## config.mk

```make
export PLATFORM = sky130hd
export DESIGN_NAME = tds_back
export DESIGN_NICKNAME = d
export VERILOG_FILES = /design/src/sv/tds_pkg.sv /design/src/sv/tds_back.sv
export SDC_FILE = /design/constraint.sdc
export NUM_CORES = 1
export LEC_CHECK = 0
export BUFFER_PORTS_ARGS = -buffer_cell sky130_fd_sc_hd__clkbuf_2
export CAP_MARGIN = 5
export CORE_UTILIZATION = 60
export DETAILED_ROUTE_END_ITERATION = 6
export PLACE_DENSITY = 0.95
export SKIP_CTS_REPAIR_TIMING = 1
export SLEW_MARGIN = 40
export SYNTH_ARGS = -nofsm -noshare
export SYNTH_HDL_FRONTEND = slang
export SYNTH_SLANG_ARGS = --single-unit
export TNS_END_PERCENT = 1
```

## constraint.sdc

```tcl
create_clock -name clock -period 12.8 [get_ports clock]
set_clock_uncertainty 0.2 [all_clocks]
set_input_delay 2.56 -clock clock [delete_from_list [all_inputs] [get_ports clock]]
set_output_delay 2.56 -clock clock [all_outputs]
set_load 0.1 [all_outputs]
```

## src/sv/tds_pkg.sv

```systemverilog
// Shared constants, types and the log2 fraction table generator for the TF-IDF scorer.
`default_nettype none

package tds_pkg;

   localparam int DATA_W             = 32;
   localparam int LOG_INT_W          = 5;
   localparam int SCORE_W            = 64;
   localparam int LOG_TABLE_BITS_DEF = 8;
   localparam int FRAC_BITS_DEF      = 16;
   localparam int QUEUE_DEPTH        = 16;

   // ln(2) in Q0.32
   localparam logic [31:0] LN2_Q32 = 32'd2977044472;

   localparam logic [SCORE_W-1:0] SUM_MAX = {1'b0, {(SCORE_W-1){1'b1}}};
   localparam logic [SCORE_W-1:0] SUM_MIN = {1'b1, {(SCORE_W-1){1'b0}}};

   // flags that ride with each term through the queue
   typedef struct packed {
      logic last;
      logic zdocs;
      logic neg;
   } term_flags_type;

   localparam int FLAGS_W = $bits(term_flags_type);

   // per-term side data carried down the front pipeline
   typedef struct packed {
      logic [DATA_W-1:0] tag;
      logic [DATA_W-1:0] tf;
      logic              last;
      logic              skip;
      logic              zdocs;
   } term_meta_type;

   // fraction of log2(1 + idx / 2^tbits), fbits bits, by repeated squaring in Q2.30
   function automatic logic [31:0] tds_log_entry(input int idx, input int tbits,
                                                 input int fbits);
      logic [63:0] y;
      logic [31:0] r;
      y = (64'(1) << tbits) + 64'(idx);
      y = y << (30 - tbits);
      r = '0;
      for (int b = 0; b < fbits; b++) begin
         y = (y * y) >> 30;
         if (y >= 64'h0000_0000_8000_0000) begin
            r = {r[30:0], 1'b1};
            y = y >> 1;
         end else begin
            r = {r[30:0], 1'b0};
         end
      end
      return r;
   endfunction

endpackage

`default_nettype wire

```

## src/sv/tds_back.sv

```systemverilog
// Back end: saturating accumulation of term scores and the result register.
`default_nettype none

module tds_back import tds_pkg::*; #(
   parameter int FRAC_BITS = FRAC_BITS_DEF
) (
   input  wire logic                                  clock,
   input  wire logic                                  reset,
   input  wire logic                                  q_valid,
   input  wire logic [DATA_W-1:0]                     q_tag,
   input  wire logic [DATA_W+LOG_INT_W+FRAC_BITS-1:0] q_mag,
   input  wire term_flags_type                        q_flags,
   output logic                                       q_pop,
   output logic                                       rsp_tvalid,
   input  wire logic                                  rsp_tready,
   output logic [DATA_W+SCORE_W-1:0]                  rsp_tdata,
   output logic                                       rsp_tuser
);

   logic [SCORE_W-1:0] sum_in, sum_ff, addend, sum_add, sum_new;
   logic               clip_in, clip_ff, clip_new, ovf;
   logic               out_free, fin;
   logic               rsp_valid_in, rsp_valid_ff;
   logic [DATA_W-1:0]  tag_ff;
   logic [SCORE_W-1:0] score_ff;
   logic               sat_ff;

   always_comb begin
      out_free = !rsp_valid_ff || rsp_tready;
      q_pop    = q_valid && (!q_flags.last || out_free);
      fin      = q_pop && q_flags.last;
      addend   = q_flags.neg ? (SCORE_W'(0) - SCORE_W'(q_mag)) : SCORE_W'(q_mag);
      sum_add  = sum_ff + addend;
      ovf      = (sum_ff[SCORE_W-1] == addend[SCORE_W-1]) &&
                 (sum_add[SCORE_W-1] != sum_ff[SCORE_W-1]);
      sum_new  = ovf ? (sum_ff[SCORE_W-1] ? SUM_MIN : SUM_MAX) : sum_add;
      clip_new = clip_ff || ovf;

      sum_in  = sum_ff;
      clip_in = clip_ff;
      if (q_pop) begin
         sum_in  = q_flags.last ? '0   : sum_new;
         clip_in = q_flags.last ? 1'b0 : clip_new;
      end

      rsp_valid_in = rsp_valid_ff && !rsp_tready;
      if (fin) begin
         rsp_valid_in = 1'b1;
      end
   end

   always_ff @(posedge clock) begin
      if (reset) begin
         sum_ff       <= '0;
         clip_ff      <= 1'b0;
         rsp_valid_ff <= 1'b0;
      end else begin
         sum_ff       <= sum_in;
         clip_ff      <= clip_in;
         rsp_valid_ff <= rsp_valid_in;
      end
   end

   always_ff @(posedge clock) begin
      if (fin) begin
         tag_ff   <= q_tag;
         score_ff <= q_flags.zdocs ? '0   : sum_new;
         sat_ff   <= q_flags.zdocs ? 1'b0 : clip_new;
      end
   end

   assign rsp_tvalid = rsp_valid_ff;
   assign rsp_tdata  = {score_ff, tag_ff};
   assign rsp_tuser  = sat_ff;

   a_clear_after_last: assert property (@(posedge clock) disable iff (reset)
      fin |=> (sum_ff == '0) && !clip_ff)
      else $error("running sum not cleared after last term");

   a_zero_docs_result: assert property (@(posedge clock) disable iff (reset)
      fin && q_flags.zdocs |=> rsp_tvalid && (score_ff == '0) && !rsp_tuser)
      else $error("nonzero result with empty collection");

endmodule

`default_nettype wire

```

After elaboration in Yosys (flattened, before gate mapping)
Index checks and enable logic that the tools add are counted.

Muxes and demuxes: 6. Equality and inequality tests: 2. Add/sub/neg operators: 2. Reduce and logical (&&, ||, !) cells: 10.

Operators with widths (count): 2-to-1 mux 64 bit (4); adder 64 bit (1); subtractor 1 x 53 -> 54 bit, first input constant (1); logical AND 1 bit (4); zero test 1 bit (3); logical OR 1 bit (3); 2-to-1 mux 1 bit (2); equality test 1 bit (1); != test 1 bit (1).

Flip-flop bits (word level): 163.

Depth between registers and ports, before layout
Depth after elaboration: 7. Mapped depth: 25.

Worst setup path before layout
OpenSTA, ideal clock, no wires.

Path kind: in2reg. Start: input port q_mag[9]. End: register score_ff[54] (data pin). Data required time: 12330 ps. Slack: 4347 ps. Setup time: 270 ps. Arrival: 7983 ps. Stages on the path: 20. Cells stage by stage: or4_4 or4b_4 or4_4 nand2b_4 or3_4 or3_4 o31a_1 buf_6 ha_1 a21o_1 o21bai_1 a221o_1 a221o_1 nor2b_1 a211oi_1 o41a_1 nand3_2 nand2b_1 clkbuf_1 o21ai_0.

Word-level cells in the longest chain between the ends: 6.

Ends and longest elaborated chain: from (decl) (RTL line tds_back.sv:11) `input wire logic [DATA_W+LOG_INT_W+FRAC_BITS-1:0] q_mag,`; subtractor 1 x 53 -> 54 bit (RTL line tds_back.sv:32) `addend = q_flags.neg ? (SCORE_W'(0) - SCORE_W'(q_mag)) : SCORE_W'(q_mag);`; 2-to-1 mux 64 bit * (RTL line tds_back.sv:32); adder 64 bit (RTL line tds_back.sv:33) `sum_add = sum_ff + addend;`; != test 1 bit (RTL line tds_back.sv:35) `(sum_add[SCORE_W-1] != sum_ff[SCORE_W-1]);`; logical AND 1 bit (RTL line tds_back.sv:34) `ovf = (sum_ff[SCORE_W-1] == addend[SCORE_W-1]) &&`; 2-to-1 mux 64 bit * (RTL line tds_back.sv:36) `sum_new = ovf ? (sum_ff[SCORE_W-1] ? SUM_MIN : SUM_MAX) : sum_add;`; to (signal assigned) (RTL line tds_back.sv:67) `score_ff <= q_flags.zdocs ? '0 : sum_new;`; to (decl) (RTL line tds_back.sv:25) `logic [SCORE_W-1:0] score_ff;`.

Mark *: on every way between the ends. The rest lies on a longest branch, timed or not. A chain may end at the register's enable or synchronous reset.

Final worst setup path
Start: input port q_mag[9]. End: register score_ff[42] (data pin).

The elaborated chain is that of the path after synthesis.

==> flow_summary.json <==
{
  "outcome": "complete, no violations",
  "synthTopCellsByArea": "edfxtp_1 (28%), dfxtp_1 (13%), ha_1 (7.9%)",
  "synth_top_family_by_area": "compound AO/OA/AOI/OAI gates",
  "htree_levels": 4,
  "fp.dieH_um": 133,
  "pwr_density_cell_mw_per_mm2": 143,
  "placedCellCount": 1472,
  "synthTopCellsByCount": "a21oi_1 (135), nand2_1 (104), edfxtp_1 (97), o21ai_0 (95), xnor2_1 (90)",
  "switching_share": 0.387,
  "ios": 191,
  "start_util": 0.617,
  "drtPass1Iterations": 6,
  "cts-root-buf": "clkbuf_16",
  "drc": 0,
  "relSlewSlack": 0.416,
  "place_ws_ns": 2.69,
  "synth_compound_area_frac": 0.235,
  "viasPerCell": 6.19,
  "endpoint_kind": "flip-flop",
  "power.switching_mw": 0.659,
  "max_freq_mhz": 103,
  "syn_area_per_cell_um2": 9.16,
  "min_path_type": "reg -> reg",
  "routed_wl_um": 28100,
  "synth-edff-count": 97,
  "std_cell_rows": 47,
  "tightest_slew_ns": 0.876,
  "arrival_ns": 9.68,
  "worstSetupPathType": "in -> reg",
  "worst_slack_ns": 3.06,
  "power.total_mw": 1.70,
  "hpwl_um": 20600,
  "combPwrFrac": 0.337,
  "cts_buffers": 17,
  "grt_pass1_wl_um": 44700,
  "cts_tree": "yes",
  "drv_slew": 0,
  "irDropWorstVdd_mv": 0.110,
  "synth_ff_type": "edfxtp_1",
  "clkLatencyLatePin_ns": 0.44,
  "final_nets": 1429,
  "drive_gt1_frac": 0.199,
  "maxCapViolations": 0,
  "overflow": 0,
  "yosysUniqueCellTypes": 66,
  "numClockSinks": 163,
  "syn_inst": 1120,
  "final_cells": 1505,
  "yosys_warnings": 0,
  "setup_viol": 0,
  "area_growth_pct": 15.6,
  "post-route-period-util": 0.761,
  "core_area_mm2": 0.0166,
  "synth-seq-cells": 163,
  "synth_top_area_cell": "edfxtp_1",
  "async_reset_ff_frac": 0,
  "required_ns": 12.74,
  "vias": 9323,
  "grt.total_usage": 0.323,
  "synthXorXnorAreaFrac": 0.0947,
  "synth_top_cell_area_share": 0.284,
  "crit_fanout": 43,
  "first_iter_violations": 1073,
  "yosysMostFrequentCell": "a21oi_1",
  "finalCriticalPeriod_ns": 9.74,
  "die_w_um": 133,
  "grt_antenna_before_repair": 1,
  "cp-start-kind": "input pin",
  "timing.setup.tns_ns": 0,
  "routedWlPerCell_um": 18.7,
  "internal-power_mw": 1.04,
  "io_buffers": 190,
  "p_leak_nw": 4.89,
  "drtAntennaViolNets": 0,
  "synth_area_mm2": 0.0103,
  "fillers": 1233,
  "synth_fa_ha_area_frac": 0.0822,
  "syn-num-nets": 1278,
  "gp_congestion": 0.967,
  "hold_viol_final": 0,
  "muxShareOfSynthArea": 0,
  "grt_start_max_net_pins": 84,
  "clk_pin_slew_ns": 0.07,
  "power_frac_seq": 0.365,
  "clock_path_buffers": 2,
  "rsz0062_at_grt": "no",
  "yosys.area_share.simple": 0.136,
  "die-area_mm2": 0.0176,
  "grt_pass1_vias": 8725,
  "seq_area_frac_synth": 0.413,
  "p_clk_frac": 0.297
}
-- through the flow --
step	cell area, um2	util	hold slack (ns)
after floorplan	10300	-	0.232
after global placement	11300	0.677	0.241
after detailed placement	11300	0.678	0.247
after CTS	11900	0.713	0.259
after global routing	11900	0.713	0.279
final	11900	0.713	0.260
-- power groups by stage --
stage	Sequential (mW)	Combinational (mW)	Clock (mW)
finish	0.622	0.574	0.506
global route	0.625	0.615	0.530
CTS	0.621	0.566	0.509
detailed placement	0.632	0.560	0
global placement	0.631	0.553	0
floorplan	0.773	0.298	0
-- worst max-delay path, cell delays in order --
cell and delay [ns]:
clkbuf_2 0.11, or4_4 0.54, or4b_4 0.55, or4_4 0.47, nand2b_4 0.19, or3_4 0.37, or3_4 0.38, o31a_1 0.56
ha_1 0.45, a21o_1 0.21, o21bai_1 0.17, a221o_1 0.32, a221o_1 0.35, nor2b_1 0.13, a211oi_1 0.22, o41a_1 0.45
nand3_4 0.50, nand2b_1 0.86, o21ai_0 0.26
-- path summary, 6_finish.rpt --
| check | endpoint | startpoint | cells after the start | slack, ns |
|---|---|---|---|---|
| worst min-delay path | sum_ff[6]$_SDFFE_PP0P_ | sum_ff[6]$_SDFFE_PP0P_ | 2 | 0.26 |
| worst max register to register | score_ff[42]$_SDFFCE_PP0P_ | sum_ff[9]$_SDFFE_PP0P_ | 11 | 7.91 |
| worst min register to register | sum_ff[6]$_SDFFE_PP0P_ | sum_ff[6]$_SDFFE_PP0P_ | 2 | 0.26 |
| worst max-delay path | score_ff[42]$_SDFFCE_PP0P_ | q_mag[9] | 19 | 3.06 |
-- logic make-up (layout without fill, tap and decap cells) --
| group | after synthesis | count (layout) |
|---|---|---|
| compound gates | 399 | 399 |
| simple gates | 283 | 283 |
| flops | 163 | 163 |
| xor+xnor | 111 | 111 |
| buf+inv | 97 | 261 |
| fa+ha+maj | 67 | 67 |
| other cells | 0 | 1 |
-- registers in the layout, summed over array words and instances (netlist names) --
| signal | count |
|---|---|
| clip_ff | 1 |
| sum_ff | 64 |
| rsp_tuser | 1 |
| score_ff | 64 |
| tag_ff | 32 |
| rsp_tvalid | 1 |
-- cell type report --
class / instances / area (um2) / area share
multi-input combinational: 860 / 5650 / 0.476
sequential: 163 / 4230 / 0.357
timing repair buffer: 196 / 1000 / 0.0845
clock buffer: 17 / 425 / 0.0359
tap: 220 / 275 / 0.0232
clock inverter: 15 / 148 / 0.0124
inverter: 33 / 124 / 0.0104
antenna: 1 / 2.50 / 0.000211
-- cells in the final DEF, fill, tap and decap left out, types with 4 or more instances in the layout --
cell type  count
a21boi_0       5
a21o_1        23
a21oi_1      135
a221o_1        9
a221oi_1       6
a31oi_1        9
and3_1         4
buf_4          5
clkbuf_16     17
clkbuf_2     189
dfxtp_1       66
edfxtp_1      97
ha_1          65
inv_1         33
nand2_1      104
nand2b_1      10
nand3_1        8
nand4_1       22
nor2_1        68
nor2b_1       11
nor3_1        11
o211ai_1      11
o21a_1         4
o21ai_0       95
o21ai_1       32
o21ba_2        5
o21bai_1      24
o31ai_1       13
o41ai_1       11
or2_2          5
or3_1          7
or4_1          9
xnor2_1       90
xor2_1        21
-- layer usage --
layer | up-vias | routed length, um | track usage
li1 | 4438 | - | -
met5 | - | 0 | 0
met4 | 0 | 1090 | 0.155
met3 | 91 | 2380 | 0.0563
met2 | 470 | 12900 | 0.518
met1 | 4324 | 11700 | 0.425
No activity file was read; power rests on OpenSTA's default activity.
