<file path="src/sv/tds_pkg.sv">
// Shared constants, types and the log2 fraction table generator for the TF-IDF scorer.
`default_nettype none

package tds_pkg;

   localparam int DATA_W             = 32;
   localparam int LOG_INT_W          = 5;
   localparam int SCORE_W            = 64;
   localparam int LOG_TABLE_BITS_DEF = 8;
   localparam int FRAC_BITS_DEF      = 16;
   localparam int QUEUE_DEPTH        = 16;

   // ln(2) in Q0.32
   localparam logic [31:0] LN2_Q32 = 32'd2977044472;

   localparam logic [SCORE_W-1:0] SUM_MAX = {1'b0, {(SCORE_W-1){1'b1}}};
   localparam logic [SCORE_W-1:0] SUM_MIN = {1'b1, {(SCORE_W-1){1'b0}}};

   // flags that ride with each term through the queue
   typedef struct packed {
      logic last;
      logic zdocs;
      logic neg;
   } term_flags_type;

   localparam int FLAGS_W = $bits(term_flags_type);

   // per-term side data carried down the front pipeline
   typedef struct packed {
      logic [DATA_W-1:0] tag;
      logic [DATA_W-1:0] tf;
      logic              last;
      logic              skip;
      logic              zdocs;
   } term_meta_type;

   // fraction of log2(1 + idx / 2^tbits), fbits bits, by repeated squaring in Q2.30
   function automatic logic [31:0] tds_log_entry(input int idx, input int tbits,
                                                 input int fbits);
      logic [63:0] y;
      logic [31:0] r;
      y = (64'(1) << tbits) + 64'(idx);
      y = y << (30 - tbits);
      r = '0;
      for (int b = 0; b < fbits; b++) begin
         y = (y * y) >> 30;
         if (y >= 64'h0000_0000_8000_0000) begin
            r = {r[30:0], 1'b1};
            y = y >> 1;
         end else begin
            r = {r[30:0], 1'b0};
         end
      end
      return r;
   endfunction

endpackage

`default_nettype wire

</file>
<file path="src/sv/tds_queue.sv">
// Small FIFO between front and back ends.
`default_nettype none

module tds_queue import tds_pkg::*; #(
   parameter int WIDTH = 8,
   parameter int DEPTH = QUEUE_DEPTH
) (
   input  wire logic             clock,
   input  wire logic             reset,
   input  wire logic             push,
   input  wire logic [WIDTH-1:0] wdata,
   input  wire logic             pop,
   output logic                  rvalid,
   output logic      [WIDTH-1:0] rdata
);

   localparam int AW = $clog2(DEPTH);
   localparam int NW = $clog2(DEPTH + 1);

   logic [WIDTH-1:0] mem [DEPTH];
   logic [AW-1:0]    wr_ptr_in, wr_ptr_ff, rd_ptr_in, rd_ptr_ff;
   logic [NW-1:0]    count_in, count_ff;

   assign wr_ptr_in = push ? AW'(wr_ptr_ff + AW'(1)) : wr_ptr_ff;
   assign rd_ptr_in = pop  ? AW'(rd_ptr_ff + AW'(1)) : rd_ptr_ff;
   assign count_in  = count_ff + NW'(push) - NW'(pop);

   always_ff @(posedge clock) begin
      if (reset) begin
         wr_ptr_ff <= '0;
         rd_ptr_ff <= '0;
         count_ff  <= '0;
      end else begin
         wr_ptr_ff <= wr_ptr_in;
         rd_ptr_ff <= rd_ptr_in;
         count_ff  <= count_in;
      end
   end

   always_ff @(posedge clock) begin
      if (push) begin
         mem[wr_ptr_ff] <= wdata;
      end
   end

   assign rvalid = count_ff != '0;
   assign rdata  = mem[rd_ptr_ff];

   a_no_overflow: assert property (@(posedge clock) disable iff (reset)
      push |-> (count_ff < NW'(DEPTH)) || pop)
      else $error("queue push while full");

   a_no_underflow: assert property (@(posedge clock) disable iff (reset)
      pop |-> rvalid)
      else $error("queue pop while empty");

endmodule

`default_nettype wire

</file>
<file path="config.mk">
export PLATFORM = sky130hd
export DESIGN_NAME = tds_queue
export DESIGN_NICKNAME = d
export VERILOG_FILES = /design/src/sv/tds_pkg.sv /design/src/sv/tds_queue.sv
export SDC_FILE = /design/constraint.sdc
export NUM_CORES = 1
export LEC_CHECK = 0
export BUFFER_PORTS_ARGS = -buffer_cell sky130_fd_sc_hd__buf_2
export CORE_MARGIN = 2
export CORE_UTILIZATION = 55
export CTS_CLUSTER_DIAMETER = 150
export DETAILED_ROUTE_END_ITERATION = 8
export GPL_ROUTABILITY_DRIVEN = 0
export PLACE_DENSITY = 0.83
export SLEW_MARGIN = 20
export SYNTH_ARGS = -nofsm -noshare
export SYNTH_HDL_FRONTEND = slang
export SYNTH_SLANG_ARGS = --single-unit
</file>
<file path="constraint.sdc">
create_clock -name clock -period 2.6 [get_ports clock]
set_clock_uncertainty 0.05 [all_clocks]
set_input_delay 0.39 -clock clock [delete_from_list [all_inputs] [get_ports clock]]
set_output_delay 0.39 -clock clock [all_outputs]
set_load 0.005 [all_outputs]
</file>
==> After elaboration in Yosys (flattened, before gate mapping) <==
Memories as Yosys holds them, arrays and structs flattened. A register that Yosys moved wholly into a read port is not among the register bits.
Index checks and enable logic that the tools add are counted.
{ "totals": {"register_bits": 13, "ramBits": 128, "inputBits": 12, "output_inout_bits": 9, "elab_cells": 13, "mem_count": 1} }
{ "mem_list": {"columns": ["name", "depth", "word_bits", "rd", "rd_ports_with_merged_regs", "write_ports", "line", "source"], "rows": [
  ["mem", 16, 8, 1, 1, 1, "tds_queue.sv:20", "logic [WIDTH-1:0] mem [DEPTH];"]
]} }
{ "classes": {"addsub": 4, "n_mux": 4, "n_reduce_logical": 1} }
{ "op_table": {"columns": ["operator", "n"], "rows": [
  ["adder 4 x 1 -> 4 bit (second input constant)", 2],
  ["two-way mux 4 bit", 2],
  ["adder 5 x 1 -> 5 bit", 1],
  ["nonzero test 5 bit", 1],
  ["subtractor 5 x 1 -> 5 bit", 1],
  ["two-way mux 1 bit", 2]
]} }

==> Logic depth before layout (Yosys ltp) <==
Gate-level depths: netlist of run 1.
{ "depth": {"ltp_word": 3, "mapped_depth": 9, "ltp_nobuf": 9} }

==> Worst setup path before layout of run 1 <==
No wires, ideal clock.
{ "synth_timing": {"path_type": "input-to-reg", "startpoint": "input port pop", "endpoint": "register count_ff[4]", "setup_time_ns": 0.070, "t_arrival_ns": 1.884, "setup_slack_ns": 0.596, "cell_stages": 8, "path_cell_list": "ha_1 -> inv_1 -> ha_1 -> fa_1 -> a21oi_1 -> nor2_1 -> or3_1 -> a21oi_1"} }
{ "synth_between": {"elab_chain_cells": 1} }
{ "synth_rtl": {"columns": ["item", "line", "source"], "rows": [
  ["start, declared", "tds_queue.sv:12", "input wire logic pop,"],
  ["subtractor 5 x 1 -> 5 bit", "tds_queue.sv:26", "assign count_in = count_ff + NW'(push) - NW'(pop);"],
  ["end signal, assigned", "tds_queue.sv:36", "count_ff <= count_in;"],
  ["end, declared", "tds_queue.sv:22", "logic [NW-1:0] count_in, count_ff;"]
]} }
Every way passes these cells.
A chain may end at the register's enable or synchronous reset.

==> results.json, run 1 <==
{
  "status": "complete, but fails checks",
  "violations": "setup timing",
  "dp_hpwl_um": 6881,
  "drtAntennaViolNets": 0,
  "p_comb_frac": 0.103,
  "start_kind": "flop",
  "rows": 37,
  "dp_cells": 443,
  "root_buffer": "clkbuf_8",
  "critPathSlowestCell": "mux4_2",
  "rsz0062_at_grt": "yes",
  "synth-warning-count": 0,
  "reg2reg_from": "count_ff[0]$_SDFF_PP0_",
  "synthFlopType": "edfxtp_1",
  "layout-drive-gt1-share": 0.2899,
  "routedWlPerCell_um": 23.99,
  "grt_start_max_net_pins": 33,
  "hold_viol_final": 0,
  "p_total_mw": 5.568,
  "gr-total-overflow": 0,
  "p_sw_mw": 1.226,
  "die_w_um": 106.3,
  "fin_area_mm2": 0.006701,
  "reg2reg_depth": 9,
  "drt_wl_total_um": 11560,
  "end_kind": "output pin",
  "p_leak_nw": 2.268,
  "hold_ws_ps": 162.9,
  "dpl_cell_area_mm2": 0.005995,
  "slowest_delay_ps": 500,
  "coreArea_mm2": 0.01023,
  "grt_pass1_wl_um": 17410,
  "crit_arrival_ps": 2180,
  "nNetsFinal": 357,
  "required_ps": 2160,
  "area_growth_syn_to_layout_pct": 16.33,
  "hold_class": "in2reg",
  "cell_internal_pwr_mw": 4.342,
  "clock_sinks": 145,
  "grtUsageTotal": 0.2170,
  "die-area_mm2": 0.01131,
  "ys_ff_latch": 145,
  "p_clk_frac": 0.423,
  "htreeDepth": 4,
  "synth_cell_types": 31,
  "synthTopCellsByCount": "128 x edfxtp_1, 18 x mux4_2, 17 x and2_1, 17 x dfxtp_1, 16 x a22oi_1",
  "period_share": 1.008,
  "setup_viol": 3,
  "synthTopCellsByArea": "edfxtp_1 67%, mux4_2 7.0%, mux4_1 6.4%",
  "tightest_slew_ps": 610.0,
  "synth_edf_count": 128,
  "antenna_found_initial": 1,
  "yosysSeqAreaShare": 0.7263,
  "finalCriticalPeriod_ps": 2620,
  "netlist_instances": 295,
  "tns_ps": -21.40,
  "clock.fmax_mhz": 381.8,
  "via_count": 2937,
  "power_switching_share": 0.2201,
  "yosys.area.top_type": "edfxtp_1",
  "path_cells": "buf_12 -> mux4_2 -> a22oi_2 -> nand2_1 -> buf_2",
  "pwr_density_cell_mw_per_mm2": 830.9,
  "place_ws_ps": 325.5,
  "cts_hold_buf": 0,
  "syn_area_mm2": 0.005761,
  "synth.avg_cell_area_um2": 19.53,
  "drv_slew": 0,
  "holdPathStages": 2,
  "stdcell_count": 482,
  "num_io_pins": 21,
  "p_seq_frac": 0.474,
  "synth_top_area_share": 0.6672,
  "path_max_fanout": 7,
  "synth_async_sr_flop_share": 0,
  "synthesis.nets": 319,
  "clock_latency_ps": 510,
  "cts_buffer_depth": 2,
  "ir_drop_mv": 0.5666,
  "grt_pass1_vias": 3021,
  "fin_ws_ps": -19.51,
  "drcViolationCount": 0,
  "die_h_um": 106.3,
  "cts_tree": "done",
  "port_buffers": 20,
  "dr.first_iter.drc_count": 269,
  "finish.utilization": 0.6550,
  "routed_via_density": 6.093,
  "numCtsBuffers": 17,
  "min_from": "reset",
  "start_util": 0.5630,
  "slew-limit-headroom": 0.5929,
  "crit_type": "reg2out",
  "clk_pin_slew_ps": 60,
  "drtPass1Iterations": 5,
  "yosysMostFrequentCell": "edfxtp_1",
  "cap_violations": 0
}
-- per-layer routing --
metal	global-route usage	vias to the layer above	wire (µm)
li1	-	1252	-
met4	0.07331	0	206
met5	0	-	0
met3	0.04905	22	794
met1	0.2764	1494	4486
met2	0.3704	169	6076
-- power by group through the flow --
| stage | combinational (mW) | sequential (mW) | clock, mW |
|---|---|---|---|
| after global placement | 0.491 | 2.67 | 0 |
| final | 0.573 | 2.64 | 2.36 |
| after CTS | 0.556 | 2.64 | 2.37 |
| after floorplan | 0.366 | 2.67 | 0 |
| after global routing | 0.637 | 2.64 | 2.47 |
| after detailed placement | 0.520 | 2.68 | 0 |
-- placed cells by master (no fill, tap or decap), drive strengths merged, types with 2 or more instances in the layout --
cell and instances:
buf 30, ha 11, inv 10, clkinv 6
nand4 2, clkinvlp 2, clkbuf 19, dfxtp 17
mux4 32, xor2 5, bufinv 3, nor2 15
mux2i 2, nor2b 3, xnor2 4, and2 17
a21oi 3, a22oi 16, nand2 11, edfxtp 128
-- worst paths after layout --
check                                    to  slack, ps
setup reg to reg     count_ff[4]$_SDFF_PP0_        530
hold / removal       count_ff[3]$_SDFF_PP0_        160
setup / recovery                   rdata[5]        -20
hold reg to reg   rd_ptr_ff[3]$_SDFFE_PP0P_        510
-- what timing repair did --
item	in CTS	in global routing
pin swaps	1	4
setup buffers	4	1
gates cloned	1	1
resized for setup	13	14
setup endpoints to repair	8	8
endpoints found under the hold margin	0	0
-- sequential cells by signal (all words and copies together), names as in the netlist, named ones only --
register,flops
rd_ptr_ff,4
mem,128
wr_ptr_ff,4
count_ff,5
-- final cells by class --
class                      instances  area, µm²
fill                             661       3530
tap                              136      170.2
clock buffer                      18      417.9
antenna                            1      2.502
inverter                           8      30.03
multi-input combinational        130       1466
sequential                       145       4188
timing repair buffer              31      264.0
clock inverter                    13      162.7
-- critical path: cells and delay by family, from the launching register on --
family	cells	cell delay, ps
mux	1	500
flops	1	470
buf+inv	2	290
compound gates	1	280
simple gates	1	110
-- cell families after synthesis --
| family | after synthesis | synth area share |
|---|---|---|
| flip-flops | 145 | 0.7263 |
| AND/OR/NAND/NOR | 54 | 0.04800 |
| multiplexers | 34 | 0.1377 |
| AO/OA/AOI/OAI | 21 | 0.02563 |
| buffers and inverters | 20 | 0.02129 |
| adder cells (fa/ha/maj) | 12 | 0.02737 |
| XOR/XNOR | 9 | 0.01368 |
(Power assumes the default switching activity.)
==> run 2, diff against run 1 <==
Settings changed: ABC_AREA from default to 1.
==> results.json, run 2 <==
{
  "status": "finished clean",
  "layout_commonest_cell": "nand2_1",
  "ir_drop_mv": 0.4775,
  "p_comb_frac": 0.093,
  "drtAntennaViolNets": 0,
  "start_util": 0.5595,
  "dr_wl_met3_um": 1265,
  "crit_end": "rdata[7]",
  "slowest_delay_ps": 550,
  "worstSetupPathDepth": 6,
  "routed_via_density": 5.596,
  "reg2reg_from": "count_ff[0]$_SDFF_PP0_",
  "p_sw_mw": 1.302,
  "grt_pass1_vias": 4488,
  "critPathSlowestCell": "dfxtp_1",
  "setup_viol": 0,
  "slew-limit-headroom": 0.4079,
  "ys_ff_latch": 145,
  "drtPass1Iterations": 6,
  "start_kind": "flop",
  "drt_wl_total_um": 14440,
  "end_kind": "output pin",
  "pwr_density_cell_mw_per_mm2": 819.5,
  "p_seq_frac": 0.443,
  "coreArea_mm2": 0.01137,
  "routedWlPerCell_um": 17.83,
  "p_clk_frac": 0.464,
  "crit_type": "reg2out",
  "finalCriticalPeriod_ps": 2487,
  "clock_sinks": 145,
  "yosys.area.top_type": "edfxtp_1",
  "cts_setup_buffers": 0,
  "port_buffers": 20,
  "power_switching_share": 0.2198,
  "num_io_pins": 21,
  "highest_layer": "met4",
  "reg2reg_depth": 11,
  "grt_start_max_net_pins": 65,
  "r2r_end": "count_ff[4]$_SDFF_PP0_",
  "path_max_fanout": 22,
  "netlist_instances": 631,
  "synthTopCellsByArea": "edfxtp_1 60%, nand2_1 11%, nand3_1 7.7%",
  "synth_async_sr_flop_share": 0,
  "cts_buffer_depth": 2,
  "dr.first_iter.drc_count": 729,
  "synth-warning-count": 0,
  "crit_buf_inv": 2,
  "die_w_um": 111.5,
  "synthFlopType": "edfxtp_1",
  "grtUsageTotal": 0.2437,
  "period_share": 0.9564,
  "rrSetupSlack_ps": 700,
  "hold_viol_final": 0,
  "tns_ps": 0,
  "dp_hpwl_um": 8766,
  "area_growth_syn_to_layout_pct": 13.65,
  "rows": 39,
  "synthTopCellsByCount": "184 x nand2_1, 128 x edfxtp_1, 114 x inv_1",
  "hold_ws_ps": 205.5,
  "grt_pass1_wl_um": 23070,
  "p_leak_nw": 3.129,
  "num_antenna_cells": 0,
  "clock.fmax_mhz": 402.2,
  "yosysSeqAreaShare": 0.6577,
  "cell_internal_pwr_mw": 4.622,
  "synth_cell_types": 20,
  "antenna_found_initial": 0,
  "crit_family": "simple AND/OR/NAND/NOR gates",
  "via_count": 4533,
  "synth.avg_cell_area_um2": 10.08,
  "htreeDepth": 4,
  "wl_met1_um": 5507,
  "crit_arrival_ps": 2050,
  "synth_top_area_share": 0.6042,
  "die_h_um": 111.5,
  "fill_cells": 824,
  "place_ws_ps": 527.6,
  "final_cell_mix": "184 x nand2_1, 128 x edfxtp_1, 114 x inv_1",
  "rsz0062_at_grt": "no",
  "numCtsBuffers": 17,
  "yosysMostFrequentCell": "nand2_1",
  "clock_latency_ps": 420,
  "gr-total-overflow": 0,
  "drv_slew": 0,
  "reg_top3": "mem: 128 flops, count_ff: 5 flops",
  "cp_common_cell": "nand3_1",
  "clk_pin_slew_ps": 60,
  "nNetsFinal": 678,
  "drcViolationCount": 0,
  "fin_ws_ps": 113.4,
  "cts_tree": "done",
  "largest_register_ffs": 128,
  "syn_area_mm2": 0.006361,
  "required_ps": 2160,
  "path_cells": "buf_4 -> nand3_1 -> nand3_1 -> nand3_1 -> nand2_1 -> buf_2",
  "wl_met2_um": 7147,
  "regMostFlops": "mem",
  "die-area_mm2": 0.01244,
  "layout-drive-gt1-share": 0.09295,
  "root_buffer": "clkbuf_16",
  "p_total_mw": 5.924,
  "synth_edf_count": 128,
  "synthesis.nets": 655,
  "tightest_slew_ps": 884.9,
  "cap_violations": 0,
  "hold_class": "in2reg"
}
-- run 2: power by group through the flow --
stage          clock [mW]  sequential, mW  combinational, mW
3_3_place_gp            0            2.67              0.504
6_report             2.75            2.63              0.553
2_1_floorplan           0            2.66              0.384
4_1_cts              2.75            2.62              0.545
5_1_grt              2.86            2.63              0.623
3_5_place_dp            0            2.67              0.538
-- run 2: final cells by class --
| type | count | area, µm² | area share |
|---|---|---|---|
| clock inverter | 11 | 209.0 | 0.02890 |
| timing repair buffer | 30 | 191.4 | 0.02648 |
| tap | 143 | 178.9 | 0.02475 |
| inverter | 116 | 437.9 | 0.06057 |
| sequential | 145 | 4185 | 0.5789 |
| multi-input combinational | 344 | 1567 | 0.2167 |
| clock buffer | 21 | 460.4 | 0.06369 |
-- run 2: stage by stage --
stage	cell area [µm²]	instances	util
after floorplan	6361	631	-
after global placement	6554	778	0.5764
after detailed placement	6554	778	0.5764
after CTS	7223	810	0.6353
after global routing	7229	810	0.6359
final	7229	810	0.6359
-- run 2: worst reg2reg max path, cell delays in order (launching register included) --
cell and delay (ps):
dfxtp_1 320, inv_1 60, ha_1 270, inv_1 40, ha_1 200, fa_1 380
nand2_1 100, a21oi_1 70, nor2_1 140, nand2_1 70, nand2_1 60, nor2_1 40
-- run 2: cells by family after synthesis --
logic type | after synthesis | share of synthesized area
XOR/XNOR | 3 | 0.004131
buffers and inverters | 142 | 0.09599
AO/OA/AOI/OAI | 12 | 0.009835
AND/OR/NAND/NOR | 317 | 0.2075
flip-flops | 145 | 0.6578
adder cells (fa/ha/maj) | 12 | 0.02478
-- run 2: worst min-delay path by stage --
stage / startpoint / cells after the start / end / slack [ps]
after global routing: reset / 2 / wr_ptr_ff[1]$_SDFFE_PP0P_ / 210
after detailed placement: rd_ptr_ff[0]$_SDFFE_PP0P_ / 1 / rd_ptr_ff[0]$_SDFFE_PP0P_ / 470
after CTS: reset / 2 / count_ff[1]$_SDFF_PP0_ / 210
after global placement: rd_ptr_ff[0]$_SDFFE_PP0P_ / 1 / rd_ptr_ff[0]$_SDFFE_PP0P_ / 420
after floorplan: rd_ptr_ff[2]$_SDFFE_PP0P_ / 2 / flop / 400
final: reset / 2 / wr_ptr_ff[1]$_SDFFE_PP0P_ / 210
-- run 2: what timing repair did --
item	4_1_cts	5_1_grt
endpoints found under the setup margin	0	5
hold buffers	0	0
gates resized for setup	0	3
-- run 2: routing by layer --
layer	up-vias	track usage
met5	-	0
li1	2066	-
met3	55	0.05879
met4	0	0.1193
met2	280	0.3894
met1	2132	0.3157
